File: src/hw/rtl/rapq_ram.sv
// generic single write, single read ram with registered read data
// depends on nothing
module rapq_ram #(
  parameter int WIDTH = 32,
  parameter int AW = 1
) (
  input  logic clk,
  input  logic we,
  input  logic [AW-1:0] waddr,
  input  logic [WIDTH-1:0] wdata,
  input  logic [AW-1:0] raddr,
  output logic [WIDTH-1:0] rdata
);

  logic [WIDTH-1:0] mem [2**AW];

  always_ff @(posedge clk) begin
    if (we) begin
      mem[waddr] <= wdata;
    end
    rdata <= mem[raddr];
  end

endmodule

File: config.mk
export PLATFORM = sky130hd
export DESIGN_NAME = rapq_ram
export DESIGN_NICKNAME = d
export VERILOG_FILES = /design/src/hw/rtl/rapq_ram.sv
export SDC_FILE = /design/constraint.sdc
export NUM_CORES = 1
export LEC_CHECK = 0
export BUFFER_PORTS_ARGS = -buffer_cell sky130_fd_sc_hd__buf_2
export CORE_ASPECT_RATIO = 1.5
export CORE_MARGIN = 5
export CORE_UTILIZATION = 25
export CTS_BUF_LIST = sky130_fd_sc_hd__clkbuf_4
export DETAILED_ROUTE_END_ITERATION = 10
export MAX_ROUTING_LAYER = met4
export SYNTH_ARGS = -nofsm -noshare
export SYNTH_HDL_FRONTEND = slang
export SYNTH_SLANG_ARGS = --single-unit
export TNS_END_PERCENT = 50
File: constraint.sdc
create_clock -name clk -period 3.33 [get_ports clk]
set_clock_uncertainty 0.15 [all_clocks]
set_input_delay 0.666 -clock clk [delete_from_list [all_inputs] [get_ports clk]]
set_output_delay 0.666 -clock clk [all_outputs]
set_load 0.02 [all_outputs]
==> results of run 1 <==
-- layer usage --
metal	part of all wire [%]	vias up	wire, µm	global-route usage (%)
met2	58	33	2940	13.5
met1	33	679	1680	5.99
met4	2.6	0	133	4.59
met3	6.3	8	319	3.23
li1	-	658	-	-
met5	0	-	0	-
-- kinds of logic (layout without fill, tap and decap cells) --
group	after synthesis	after routing	synth area share, %
mux	32	32	15.2
buf+inv	4	84	2.29
simple gates	2	2	0.401
other cells	0	4	0
flops	96	96	82.1
-- cell type report --
type | instances | area (µm²) | area share [%]
flip-flops and latches | 96 | 2560 | 68.4
multi-input cells | 34 | 494 | 13.2
diodes | 4 | 10.0 | 0.267
clock inverters | 5 | 58.8 | 1.57
repair buffers | 68 | 343 | 9.15
well taps | 156 | 195 | 5.21
clock buffers | 11 | 82.6 | 2.20
-- per-stage QoR --
| stage | utilization (%) | setup WS, ns | hold WS (ns) |
|---|---|---|---|
| finish | 30.2 | 1.58 | 0.267 |
| detailed placement | 29.0 | 1.15 | 0.306 |
| global route | 30.2 | 1.49 | 0.205 |
| floorplan | - | 0.636 | 0.298 |
| CTS | 30.2 | 1.52 | 0.225 |
| global placement | 29.0 | 1.20 | 0.303 |
-- sequential cells by signal, indices dropped and copies added (netlist names) --
register	flops
mem	64
rdata	32
-- synthesized netlist by cell type, drive strengths merged --
| library cell | instances |
|---|---|
| buf | 4 |
| mux2 | 32 |
| nor2b | 1 |
| and2 | 1 |
| dfxtp | 32 |
| edfxtp | 64 |
-- power by group through the flow --
stage | Clock, W | Sequential [W] | Combinational [W]
final | 0.000608 | 0.00139 | 0.000196
after CTS | 0.000639 | 0.00139 | 0.000201
after global routing | 0.000693 | 0.00140 | 0.000210
after global placement | 0 | 0.00141 | 0.000196
after floorplan | 0 | 0.00146 | 0.0000835
after detailed placement | 0 | 0.00142 | 0.000201
-- worst paths after layout --
| kind | startpoint | end | slack, ns |
|---|---|---|---|
| setup / recovery | rdata[15] | rdata[15] | 1.58 |
| hold / removal | wdata[12] | mem[0][12] | 0.27 |
| setup reg to reg | mem[1][28] | rdata[28] | 2.42 |
| hold reg to reg | mem[0][25] | rdata[25] | 0.33 |
==> results.json, run 1 <==
{
  "outcome": "completed",
  "placementRows": 50,
  "syn_avg_cell_area_um2": 23.3,
  "antenna_found_initial": 4,
  "die_h_um": 147,
  "slowest_delay_ns": 0.35,
  "drt-total-wl_um": 5070,
  "max_freq_mhz": 571,
  "grt_pass1_wl_um": 7850,
  "mostFrequentLayoutCell": "buf_2",
  "yosysWarnings": 0,
  "ctsRootBufferMaster": "clkbuf_4",
  "criticalPathCategory": "reg -> out",
  "worstSetupPathDepth": 1,
  "cp_max_fo": 1,
  "start_kind": "flop",
  "grt_pass1_vias": 1520,
  "switching_power_w": 0.000488,
  "route.detailed.drc": 0,
  "port_buffers": 67,
  "post-route-period-util_pct": 52.6,
  "hold_viol_final": 0,
  "hold_path.class": "in -> reg",
  "pwr-share-clk_pct": 27.8,
  "rsz0062_at_grt": "no",
  "arrival_ns": 0.94,
  "endpoint_kind": "output pin",
  "wl_per_cell_um": 13.6,
  "max_slew_margin_pct": 34.9,
  "dr.pass1.iters": 3,
  "power_w": 0.00219,
  "p_comb_share_pct": 9.0,
  "cp_cell_sequence": "buf_2",
  "cp_num_buf_inv": 1,
  "globalRouteOverflowTotal": 0,
  "setup_tns_ns": 0,
  "powerDensity_nw_per_um2": 585,
  "dpl_cell_area_um2": 3590,
  "grt_use_total_pct": 7.51,
  "synth_cell_types": 8,
  "ioPinCount": 68,
  "drtIter0Drc": 36,
  "post_cts_buffers": 0,
  "worstMarginPinSlew_ns": 0.974,
  "synth_nets": 170,
  "synth_seq_cells": 96,
  "htree_levels": 3,
  "clockBufferDepth": 2,
  "n_fill_cell": 1232,
  "setup_viol": 0,
  "grt_max_degree": 33,
  "cts_tree": "yes",
  "fp.dieW_um": 101,
  "dieArea_um2": 14900,
  "start_util_pct": 25.2,
  "power_leakage_nw": 1.48,
  "nNetsFinal": 245,
  "rr_worst_depth": 1,
  "critPathSlowestCell": "dfxtp_1",
  "yosysSeqAreaShare_pct": 82.2,
  "cts_buffers": 9,
  "fin_area_um2": 3750,
  "critPathRequiredTime_ns": 2.51,
  "synthesis.instances": 134,
  "postCtsHoldBufs": 0,
  "yosys.area.top_type": "edfxtp_1",
  "ctsResizeCount": 0,
  "hold_depth": 1,
  "syn-cell-area_um2": 3120,
  "via_count": 1378,
  "dp_cells": 354,
  "critPathTopFamily": "flip-flops",
  "syn2layout_area_growth_pct": 20.1,
  "dp_hpwl_um": 3560,
  "core-area_um2": 12400,
  "clkSinkCount": 96,
  "postRouteAntennaNets": 0,
  "yosys-top-cells-area": "edfxtp_1 (62%), dfxtp_1 (21%), mux2_4 (14%)",
  "drive_gt1_share_pct": 55.1,
  "max-cap-violations": 0,
  "synth.top_cell.area_share_pct": 61.6,
  "min_period_ns": 1.75,
  "vias_per_cell": 3.68,
  "clock_latency_ns": 0.43,
  "p_int_w": 0.00170,
  "slew_violations": 0,
  "ir_worst_vdd_mv": 0.157,
  "clkTransAtPathRegs_ns": 0.14,
  "place.gp.congestion": 0.648,
  "swShare_pct": 22.3,
  "seqPwrFrac_pct": 63.3,
  "fin_cells": 374,
  "layout_common_cells": "buf_2 (67), edfxtp_1 (64), dfxtp_1 (32)"
}
Power figures use the tool's default switching activity.
==> inputs of run 2 (changes only) <==
==> constraint.sdc (replaced) <==
create_clock -name clk -period 1.5 [get_ports clk]
set_clock_uncertainty 0.15 [all_clocks]
set_input_delay 0.3 -clock clk [delete_from_list [all_inputs] [get_ports clk]]
set_output_delay 0.3 -clock clk [all_outputs]
set_load 0.02 [all_outputs]
==> run 2 against run 1 <==
- hold slack worse by 0.21 ns
- register-to-register slack worse by 1.8 ns
- largest cell class unchanged
- global-route usage is 0.32 points higher
- utilization increased by 3.5 points
==> results.json, run 2 (same netlist as run 1, synthesis figures left out) <==
{
  "post_cts_buffers": 0,
  "slowest_delay_ns": 0.37,
  "endpoint_kind": "output pin",
  "critPathRequiredTime_ns": 1.05,
  "max-cap-violations": 0,
  "hold_path.class": "in -> reg",
  "grt_max_degree": 18,
  "dp_hpwl_um": 3710,
  "grt_pass1_vias": 1599,
  "ioPinCount": 68,
  "critPathTopFamily": "flip-flops",
  "fp.dieW_um": 101,
  "cp_num_buf_inv": 1,
  "syn2layout_area_growth_pct": 34.1,
  "vias_per_cell": 3.66,
  "clockBufferDepth": 2,
  "cts_buffers": 9,
  "dieArea_um2": 14900,
  "power_leakage_nw": 1.67,
  "dp_cells": 359,
  "via_count": 1493,
  "place.gp.congestion": 0.686,
  "worstMarginPinSlew_ns": 0.224,
  "drt-total-wl_um": 5280,
  "drtIter0Drc": 40,
  "place_ws_ns": 0.199,
  "htree_levels": 3,
  "rsz0062_at_grt": "no",
  "setup_tns_ns": 0,
  "critPathSlowestCell": "dfxtp_1",
  "ctsRootBufferMaster": "clkbuf_4",
  "final_core_util_pct": 33.8,
  "antenna_found_initial": 1,
  "layout_common_cells": "buf_2 (67), edfxtp_1 (64), dlygate4sd3_1 (32), dfxtp_1 (32), mux2_4 (30)",
  "max_freq_mhz": 706,
  "wl_per_cell_um": 12.9,
  "cp_max_fo": 1,
  "mostFrequentLayoutCell": "buf_2",
  "setup_viol": 0,
  "dr.pass1.iters": 4,
  "ir_worst_vdd_mv": 0.364,
  "nNetsFinal": 282,
  "post-route-period-util_pct": 94.4,
  "port_buffers": 67,
  "powerDensity_nw_per_um2": 1210,
  "clkSinkCount": 96,
  "core-area_um2": 12400,
  "hold_viol_final": 0,
  "start_util_pct": 25.2,
  "outcome": "completed",
  "min_period_ns": 1.42,
  "route.detailed.drc": 0,
  "cts_tree": "yes",
  "clock_latency_ns": 0.43,
  "top_register": "mem",
  "start_kind": "flop",
  "drive_gt1_share_pct": 47.8,
  "die_h_um": 147,
  "max_slew_margin_pct": 85.0,
  "globalRouteOverflowTotal": 0,
  "clkTransAtPathRegs_ns": 0.13,
  "grt_pass1_wl_um": 8230,
  "postRouteAntennaNets": 0,
  "timing.final.ws_setup_ns": 0.0843,
  "largest_reg_flops": 64,
  "placementRows": 50,
  "reg_top3": "mem (64), rdata (32)",
  "grt_use_total_pct": 7.83,
  "fin_cells": 408,
  "cp_cell_sequence": "buf_2",
  "arrival_ns": 0.97,
  "slew_violations": 0,
  "criticalPathCategory": "reg -> out"
}
## run 2: where the power goes
| part | leakage, nW | switching [W] | internal (W) |
|---|---|---|---|
| Combinational | 0.716 | 0.000253 | 0.000285 |
| Clock | 0.0828 | 0.000796 | 0.000664 |
| Sequential | 0.871 | 0.0000484 | 0.00303 |
| Total | 1.67 | 0.00110 | 0.00398 |
## run 2: per-stage QoR
stage	hold WS (ns)	total power, W	area [µm²]
3_5_place_dp	0.309	0.00362	3710
6_report	0.0602	0.00507	4180
3_3_place_gp	0.303	0.00361	3710
4_1_cts	0.0220	0.00516	4180
5_1_grt	0.0162	0.00531	4180
2_1_floorplan	0.249	0.00342	3130
## run 2: final timing paths
path / from / to / slack, ns / depth (start not counted)
setup / recovery: rdata[13] / rdata[13] / 0.08 / 1
hold / removal: waddr / mem[0][7] / 0.06 / 2
setup reg to reg: mem[1][2] / rdata[2] / 0.59 / 1
hold reg to reg: mem[0][1] / rdata[1] / 0.33 / 1
## run 2: layer usage
metal | GRT usage, % | up-vias | part of all wire [%]
li1 | - | 727 | -
met1 | 7.76 | 715 | 37
met2 | 13.1 | 39 | 55
met3 | 2.33 | 12 | 5.3
met4 | 4.99 | 0 | 2.8
met5 | - | - | 0
## run 2: repair_timing
action,CTS,global route
endpoints found under the hold margin,64,0
setup endpoints to repair,0,0
gates resized for setup,0,0
hold buffers,32,0
## run 2: cell type report
| cell class | count | area [µm²] |
|---|---|---|
| timing repair buffer | 105 | 776 |
| clock inverter | 7 | 85.1 |
| antenna | 1 | 2.50 |
| tap | 156 | 195 |
| clock buffer | 9 | 67.6 |
| sequential | 96 | 2560 |
| fill | 1203 | 8200 |
| multi-input combinational | 34 | 494 |
