### src/hw/rtl/rapq_pkg.sv
// shared types and constants of the range add / point query tree
// depends on nothing
package rapq_pkg;

  localparam int LOG_SIZE = 10;
  localparam int LEVELS = LOG_SIZE + 1;
  localparam int CELLS = 1 << LOG_SIZE;
  localparam int FW = 10;
  localparam int IW = ((LOG_SIZE > FW) ? LOG_SIZE : FW) + 3;
  localparam int LVW = $clog2(LOG_SIZE + 2);
  localparam int CW = LOG_SIZE + 1;

  typedef struct packed {
    logic func;
    logic [IW-1:0] lo;
    logic [IW-1:0] hi1;
    logic [31:0] amt;
    logic [IW-1:0] idx;
    logic idx_ok;
    logic [31:0] sum;
  } item_t;

  typedef struct packed {
    logic valid;
    item_t item;
  } chain_t;

  typedef struct packed {
    logic we;
    logic [LOG_SIZE-1:0] waddr;
    logic [31:0] wdata;
    logic [LOG_SIZE-1:0] raddr;
  } ram_ctrl_t;

endpackage

### src/hw/rtl/rapq_cell.sv
// one tree level: read-modify-write of up to two tags or one tag read for a query
// depends on rapq_pkg
module rapq_cell (
  input  logic clk,
  input  logic rst,
  input  logic [rapq_pkg::LVW-1:0] level,
  input  rapq_pkg::chain_t chain_in,
  input  logic [31:0] rdata,
  output rapq_pkg::ram_ctrl_t ram,
  output rapq_pkg::chain_t chain_out
);

  typedef enum logic [1:0] {IDLE, PH1, PH2} ph_t;

  localparam logic [rapq_pkg::IW-1:0] ONE = rapq_pkg::IW'(1);

  ph_t ph;
  rapq_pkg::item_t item;
  logic [rapq_pkg::LOG_SIZE-1:0] addr_b;
  logic [rapq_pkg::LOG_SIZE-1:0] ram_waddr_q;
  logic en_a, en_b;

  logic [rapq_pkg::LVW-1:0] s, s1;
  logic [rapq_pkg::IW-1:0] lo, hi1, m, jl, jr1, jr, pl, pr, qi;
  logic covl, covr, pcl, pcr, maxl, maxr, add;
  logic [rapq_pkg::LOG_SIZE-1:0] addr_a_c, addr_b_c;

  always_comb begin
    s = rapq_pkg::LVW'(rapq_pkg::LOG_SIZE) - level;
    s1 = s + rapq_pkg::LVW'(1);
    lo = chain_in.item.lo;
    hi1 = chain_in.item.hi1;
    m = (ONE << s) - ONE;
    jl = (lo + m) >> s;
    jr1 = hi1 >> s;
    jr = jr1 - ONE;
    pl = jl >> 1;
    pr = jr >> 1;
    qi = chain_in.item.idx >> s;
    covl = ((jl + ONE) << s) <= hi1;
    covr = (jr1 != '0) && ((jr << s) >= lo);
    pcl = (level != '0) && ((pl << s1) >= lo) && (((pl + ONE) << s1) <= hi1);
    pcr = (level != '0) && ((pr << s1) >= lo) && (((pr + ONE) << s1) <= hi1);
    add = !chain_in.item.func;
    maxl = add && covl && !pcl;
    maxr = add && covr && !pcr && !(maxl && (jl == jr));
    if (add) begin
      addr_a_c = jl[rapq_pkg::LOG_SIZE-1:0];
    end else begin
      addr_a_c = qi[rapq_pkg::LOG_SIZE-1:0];
    end
    addr_b_c = jr[rapq_pkg::LOG_SIZE-1:0];
  end

  always_comb begin
    ram.we = 1'b0;
    ram.waddr = ram_waddr_q;
    ram.wdata = rdata + item.amt;
    ram.raddr = addr_a_c;
    case (ph)
      PH1: begin
        ram.we = en_a;
        ram.raddr = addr_b;
      end
      PH2: begin
        ram.we = en_b;
        ram.waddr = addr_b;
      end
      default: begin
      end
    endcase
  end

  always_ff @(posedge clk) begin
    if (rst) begin
      ph <= IDLE;
      chain_out.valid <= 1'b0;
    end else begin
      chain_out.valid <= 1'b0;
      case (ph)
        IDLE: begin
          if (chain_in.valid) begin
            item <= chain_in.item;
            ram_waddr_q <= addr_a_c;
            addr_b <= addr_b_c;
            en_a <= maxl;
            en_b <= maxr;
            ph <= PH1;
          end
        end
        PH1: begin
          if (item.func && item.idx_ok) begin
            item.sum <= item.sum + rdata;
          end
          ph <= PH2;
        end
        PH2: begin
          chain_out.valid <= 1'b1;
          chain_out.item <= item;
          ph <= IDLE;
        end
        default: begin
          ph <= IDLE;
        end
      endcase
    end
  end

endmodule

### config.mk
export PLATFORM = sky130hd
export DESIGN_NAME = rapq_cell
export DESIGN_NICKNAME = d
export VERILOG_FILES = /design/src/hw/rtl/rapq_pkg.sv /design/src/hw/rtl/rapq_cell.sv
export SDC_FILE = /design/constraint.sdc
export NUM_CORES = 1
export LEC_CHECK = 0
export BUFFER_PORTS_ARGS = -buffer_cell sky130_fd_sc_hd__buf_2
export CORE_MARGIN = 3
export CORE_UTILIZATION = 37
export DETAILED_ROUTE_END_ITERATION = 12
export PLACE_DENSITY_LB_ADDON = 0.12
export SYNTH_ARGS = -nofsm -noshare
export SYNTH_HDL_FRONTEND = slang
export SYNTH_SLANG_ARGS = --single-unit
### constraint.sdc
create_clock -name clk -period 23.6 [get_ports clk]
set_input_delay 4.72 -clock clk [delete_from_list [all_inputs] [get_ports clk]]
set_output_delay 4.72 -clock clk [all_outputs]
set_load 0.01 [all_outputs]
==> run_results.csv <==
group,metric,value,unit
run_status,outcome,"complete, no violations",
yosys,synth_edf_count,232,
cells_and_area,stdcell_count,3011,
global_routing,grt.total_usage,0.249,
power,power.share.clock,0.252,
power,vdd_drop_max,0.0498,mV
routing,drc,0,
clock_tree,clkTransAtPathRegs,0.05,ns
setup_path,cp-end-kind,"primary output",
yosys,ys_seq_area_frac,0.357,
hold_path,hold_depth,0,
yosys,synth_flop_cell,"edfxtp_1",
clock_tree,ctsHoldBuffers,0,
sta,fmax,0.0611,GHz
yosys,avgSynthCellArea,9.57,um2
clock_tree,worstSkewPairLatency,0.56,ns
routing,vias,17700,
clock_tree,postCtsSetupRepairBufs,0,
run,cap_violations,0,
yosys,synth.distinct_cells,101,
cells_and_area,multi_input_area,11900,um2
clock_tree,cts.htree.levels,1,
global_routing,antenna_found_initial,2,
routing,wl,72500,um
routing,ant_nets,0,
place,hpwlAfterDp,55400,um
setup_path,reg2reg_depth,15,
floorplan,io_pins,303,
setup_path,crit_chain,"buf_4, ha_1, xnor2_2, buf_4, o21ai_0, a21oi_2, buf_4, nand2_1, ha_1, inv_1, ha_1, fa_1, a21o_1, a311o_1, and3_1, nor4_1, nor3_1, nor4b_1, nand2_1, nor2_1, a21oi_1, mux2_2, buf_2",
floorplan,die_y,237,um
hold_path,min_to,"chain_out[80]",
routing,routedWlPerCell,24.1,um
global_routing,grt_max_degree,86,
sta,relSlewSlack,0.209,
cells_and_area,areaGrowthSynthToFinish,15.4,%
floorplan,num_rows,83,
cells_and_area,seq_area,7030,um2
place,dpl.cell_count,2960,
yosys,async_flop_share,0,
global_routing,grt_overflow,0,
setup_path,ff2ff_setup_slack,19.65,ns
clock_tree,root_buffer,"clkbuf_16",
sta,period_needed,16.37,ns
setup_path,crit_slowest_cell,"nor4_1",
hold_path,min-delay-start,"item[80]",
global_routing,grt_pass1_vias,17100,
sta,fin_skew,0.00872,ns
clock_tree,cts_buffers,29,
power,p_sw_frac,0.387,
power,p_leak,9.30,nW
yosys,ys_ff_latch,235,
power,p_switching,0.622,mW
sta,setup_violations,0,
cells_and_area,fillers,5119,
routing,vias_per_cell,5.88,
sta,worst_pin_slew,1.17,ns
setup_path,r2r-start,"item[0]",
setup_path,path_class,"in2out",
clock_tree,cts_sinks,235,
floorplan,coreArea,52000,um2
clock_tree,cts.repair.resized,0,
yosys,synth_cells,2058,
yosys,synth_warnings,0,
place,routabilityCongestion,0.980,
setup_path,crit_path_max_fanout,67,
setup_path,slowest_delay,0.88,ns
setup_path,cp.arrival,11.65,ns
sta,setup_tns,0,ns
sta,slew_viol_final,0,
cells_and_area,layout.nets,2636,
yosys,netlist_area,19700,um2
floorplan,initial_core_util,0.379,
place,io_buffer_count,302,
setup_path,reg2reg_to,"item[30]",
power,intPower,0.985,mW
cells_and_area,drive_gt1_frac,0.209,
yosys,syn-num-nets,2383,
power,powerDensity,70.7,nW/um2
clock_tree,cts_buffer_depth,3,
sta,finalCritPeriodShare,0.694,
setup_path,crit_required,18.88,ns
global_routing,grt_pass1_wl,108000,um
sta,rsz0062_at_grt,"no",
power,p_seq_frac,0.308,
power,combPwrFrac,0.440,
setup_path,start_kind,"input pin",
sta,hold_viol,0,
floorplan,dieArea,56100,um2
routing,dr.pass1.iters,6,
routing,first_iter_violations,1455,
clock_tree,cts_tree,"yes",
setup_path,critPathLaunch,"level[0]",
floorplan,die_x,237,um
hold_path,min_path_type,"reg2reg",
[sequential cells by signal, indices dropped and copies added, names as in the netlist]
register / flops
chain_out: 106
item: 105
addr_b: 10
ram_waddr_q: 10
ph: 2
en_a: 1
en_b: 1
[through the flow]
stage               hold slack [ns]  worst slack [ns]  power (mW)   util  instance area [um2]
floorplan                     0.400              9.05       0.981      -                19700
global placement              0.401              7.46        1.20  0.420                21900
detailed placement            0.405              7.38        1.20  0.420                21900
CTS                           0.415              7.35        1.61  0.437                22700
global route                  0.420              6.93        1.70  0.437                22700
finish                        0.413              7.23        1.61  0.437                22700
[synthesized netlist by cell type, types with 43 or more instances]
library cell / count / share of area
a21oi_1: 158 / 0.040
clkbuf_1: 76 / 0.014
edfxtp_1: 232 / 0.35
ha_1: 178 / 0.11
inv_1: 93 / 0.018
mux2_2: 54 / 0.031
mux2i_1: 46 / 0.023
nand2_1: 172 / 0.033
nand3_1: 44 / 0.011
nor2_1: 177 / 0.034
o21a_1: 43 / 0.016
o21ai_0: 96 / 0.024
xnor2_1: 85 / 0.038
[routing by layer]
metal,vias up,GRT usage,wire (um)
li1,8267,-,-
met1,8642,0.335,31700
met2,668,0.416,33800
met3,115,0.0269,4110
met4,2,0.0880,2860
met5,-,0,18
[placed cells by master, fill, tap and decap left out, types with 7 or more instances in the layout]
| master | count |
|---|---|
| or2_2 | 11 |
| a32oi_1 | 7 |
| nor2b_1 | 27 |
| and2_1 | 26 |
| xor2_1 | 31 |
| nor3_1 | 40 |
| o21a_1 | 43 |
| mux4_2 | 18 |
| o31ai_1 | 10 |
| and3_1 | 20 |
| o21ai_0 | 96 |
| buf_4 | 28 |
| o32ai_1 | 7 |
| a211oi_1 | 33 |
| edfxtp_1 | 232 |
| ha_1 | 176 |
| a21oi_1 | 157 |
| a21o_1 | 40 |
| o21ai_1 | 10 |
| buf_2 | 301 |
| nand3_1 | 44 |
| a31oi_1 | 20 |
| a221oi_1 | 14 |
| xnor2_1 | 83 |
| nand2b_1 | 20 |
| nand4_1 | 23 |
| o211ai_1 | 14 |
| clkbuf_1 | 10 |
| mux2i_1 | 46 |
| nor4_1 | 13 |
| mux2_2 | 54 |
| nor2_1 | 176 |
| clkbuf_16 | 29 |
| o22ai_1 | 15 |
| nand2_1 | 172 |
| inv_1 | 93 |
[how the worst max path moves through the flow]
stage / end / slack (ns) / cells past startpoint
floorplan: ram[2] / 9.05 / 22
global placement: ram[2] / 7.46 / 23
detailed placement: ram[2] / 7.38 / 23
CTS: ram[2] / 7.35 / 23
global route: ram[2] / 6.93 / 23
finish: ram[2] / 7.23 / 23
[area by class of cell]
| class | count | share of cell area |
|---|---|---|
| Sequential cell | 235 | 0.309 |
| Inverter | 97 | 0.0160 |
| Timing Repair Buffer | 329 | 0.0755 |
| Clock inverter | 5 | 0.00105 |
| Multi-Input combinational cell | 1619 | 0.524 |
| Clock buffer | 44 | 0.0366 |
| Antenna cell | 2 | 0.000220 |
| Tap cell | 680 | 0.0374 |
[power by group through the flow]
stage / logic [mW] / registers (mW) / clock network, mW
after global routing: 0.771 / 0.497 / 0.434
after global placement: 0.693 / 0.503 / 0
after CTS: 0.698 / 0.495 / 0.419
after floorplan: 0.477 / 0.505 / 0
final: 0.707 / 0.495 / 0.405
after detailed placement: 0.694 / 0.503 / 0
[cells by family (layout without fill, tap and decap cells)]
family	count (synthesis)	in the layout	share of synthesized area
flops	235	235	0.357
fa+ha+maj	181	181	0.116
buf+inv	204	475	0.0415
mux	123	123	0.0801
compound gates	577	577	0.198
xor+xnor	121	121	0.0563
other cells	0	2	0
simple gates	617	617	0.151
[critical path, delay by kind of cell]
kind                     cells  cell delay [ns]
AO/OA/AOI/OAI                5             1.17
XOR/XNOR                     1             0.14
adder cells (fa/ha/maj)      4             1.35
buffers and inverters        5             1.49
multiplexers                 1             0.31
AND/OR/NAND/NOR              7             2.40
Power figures use the tool's default switching activity.
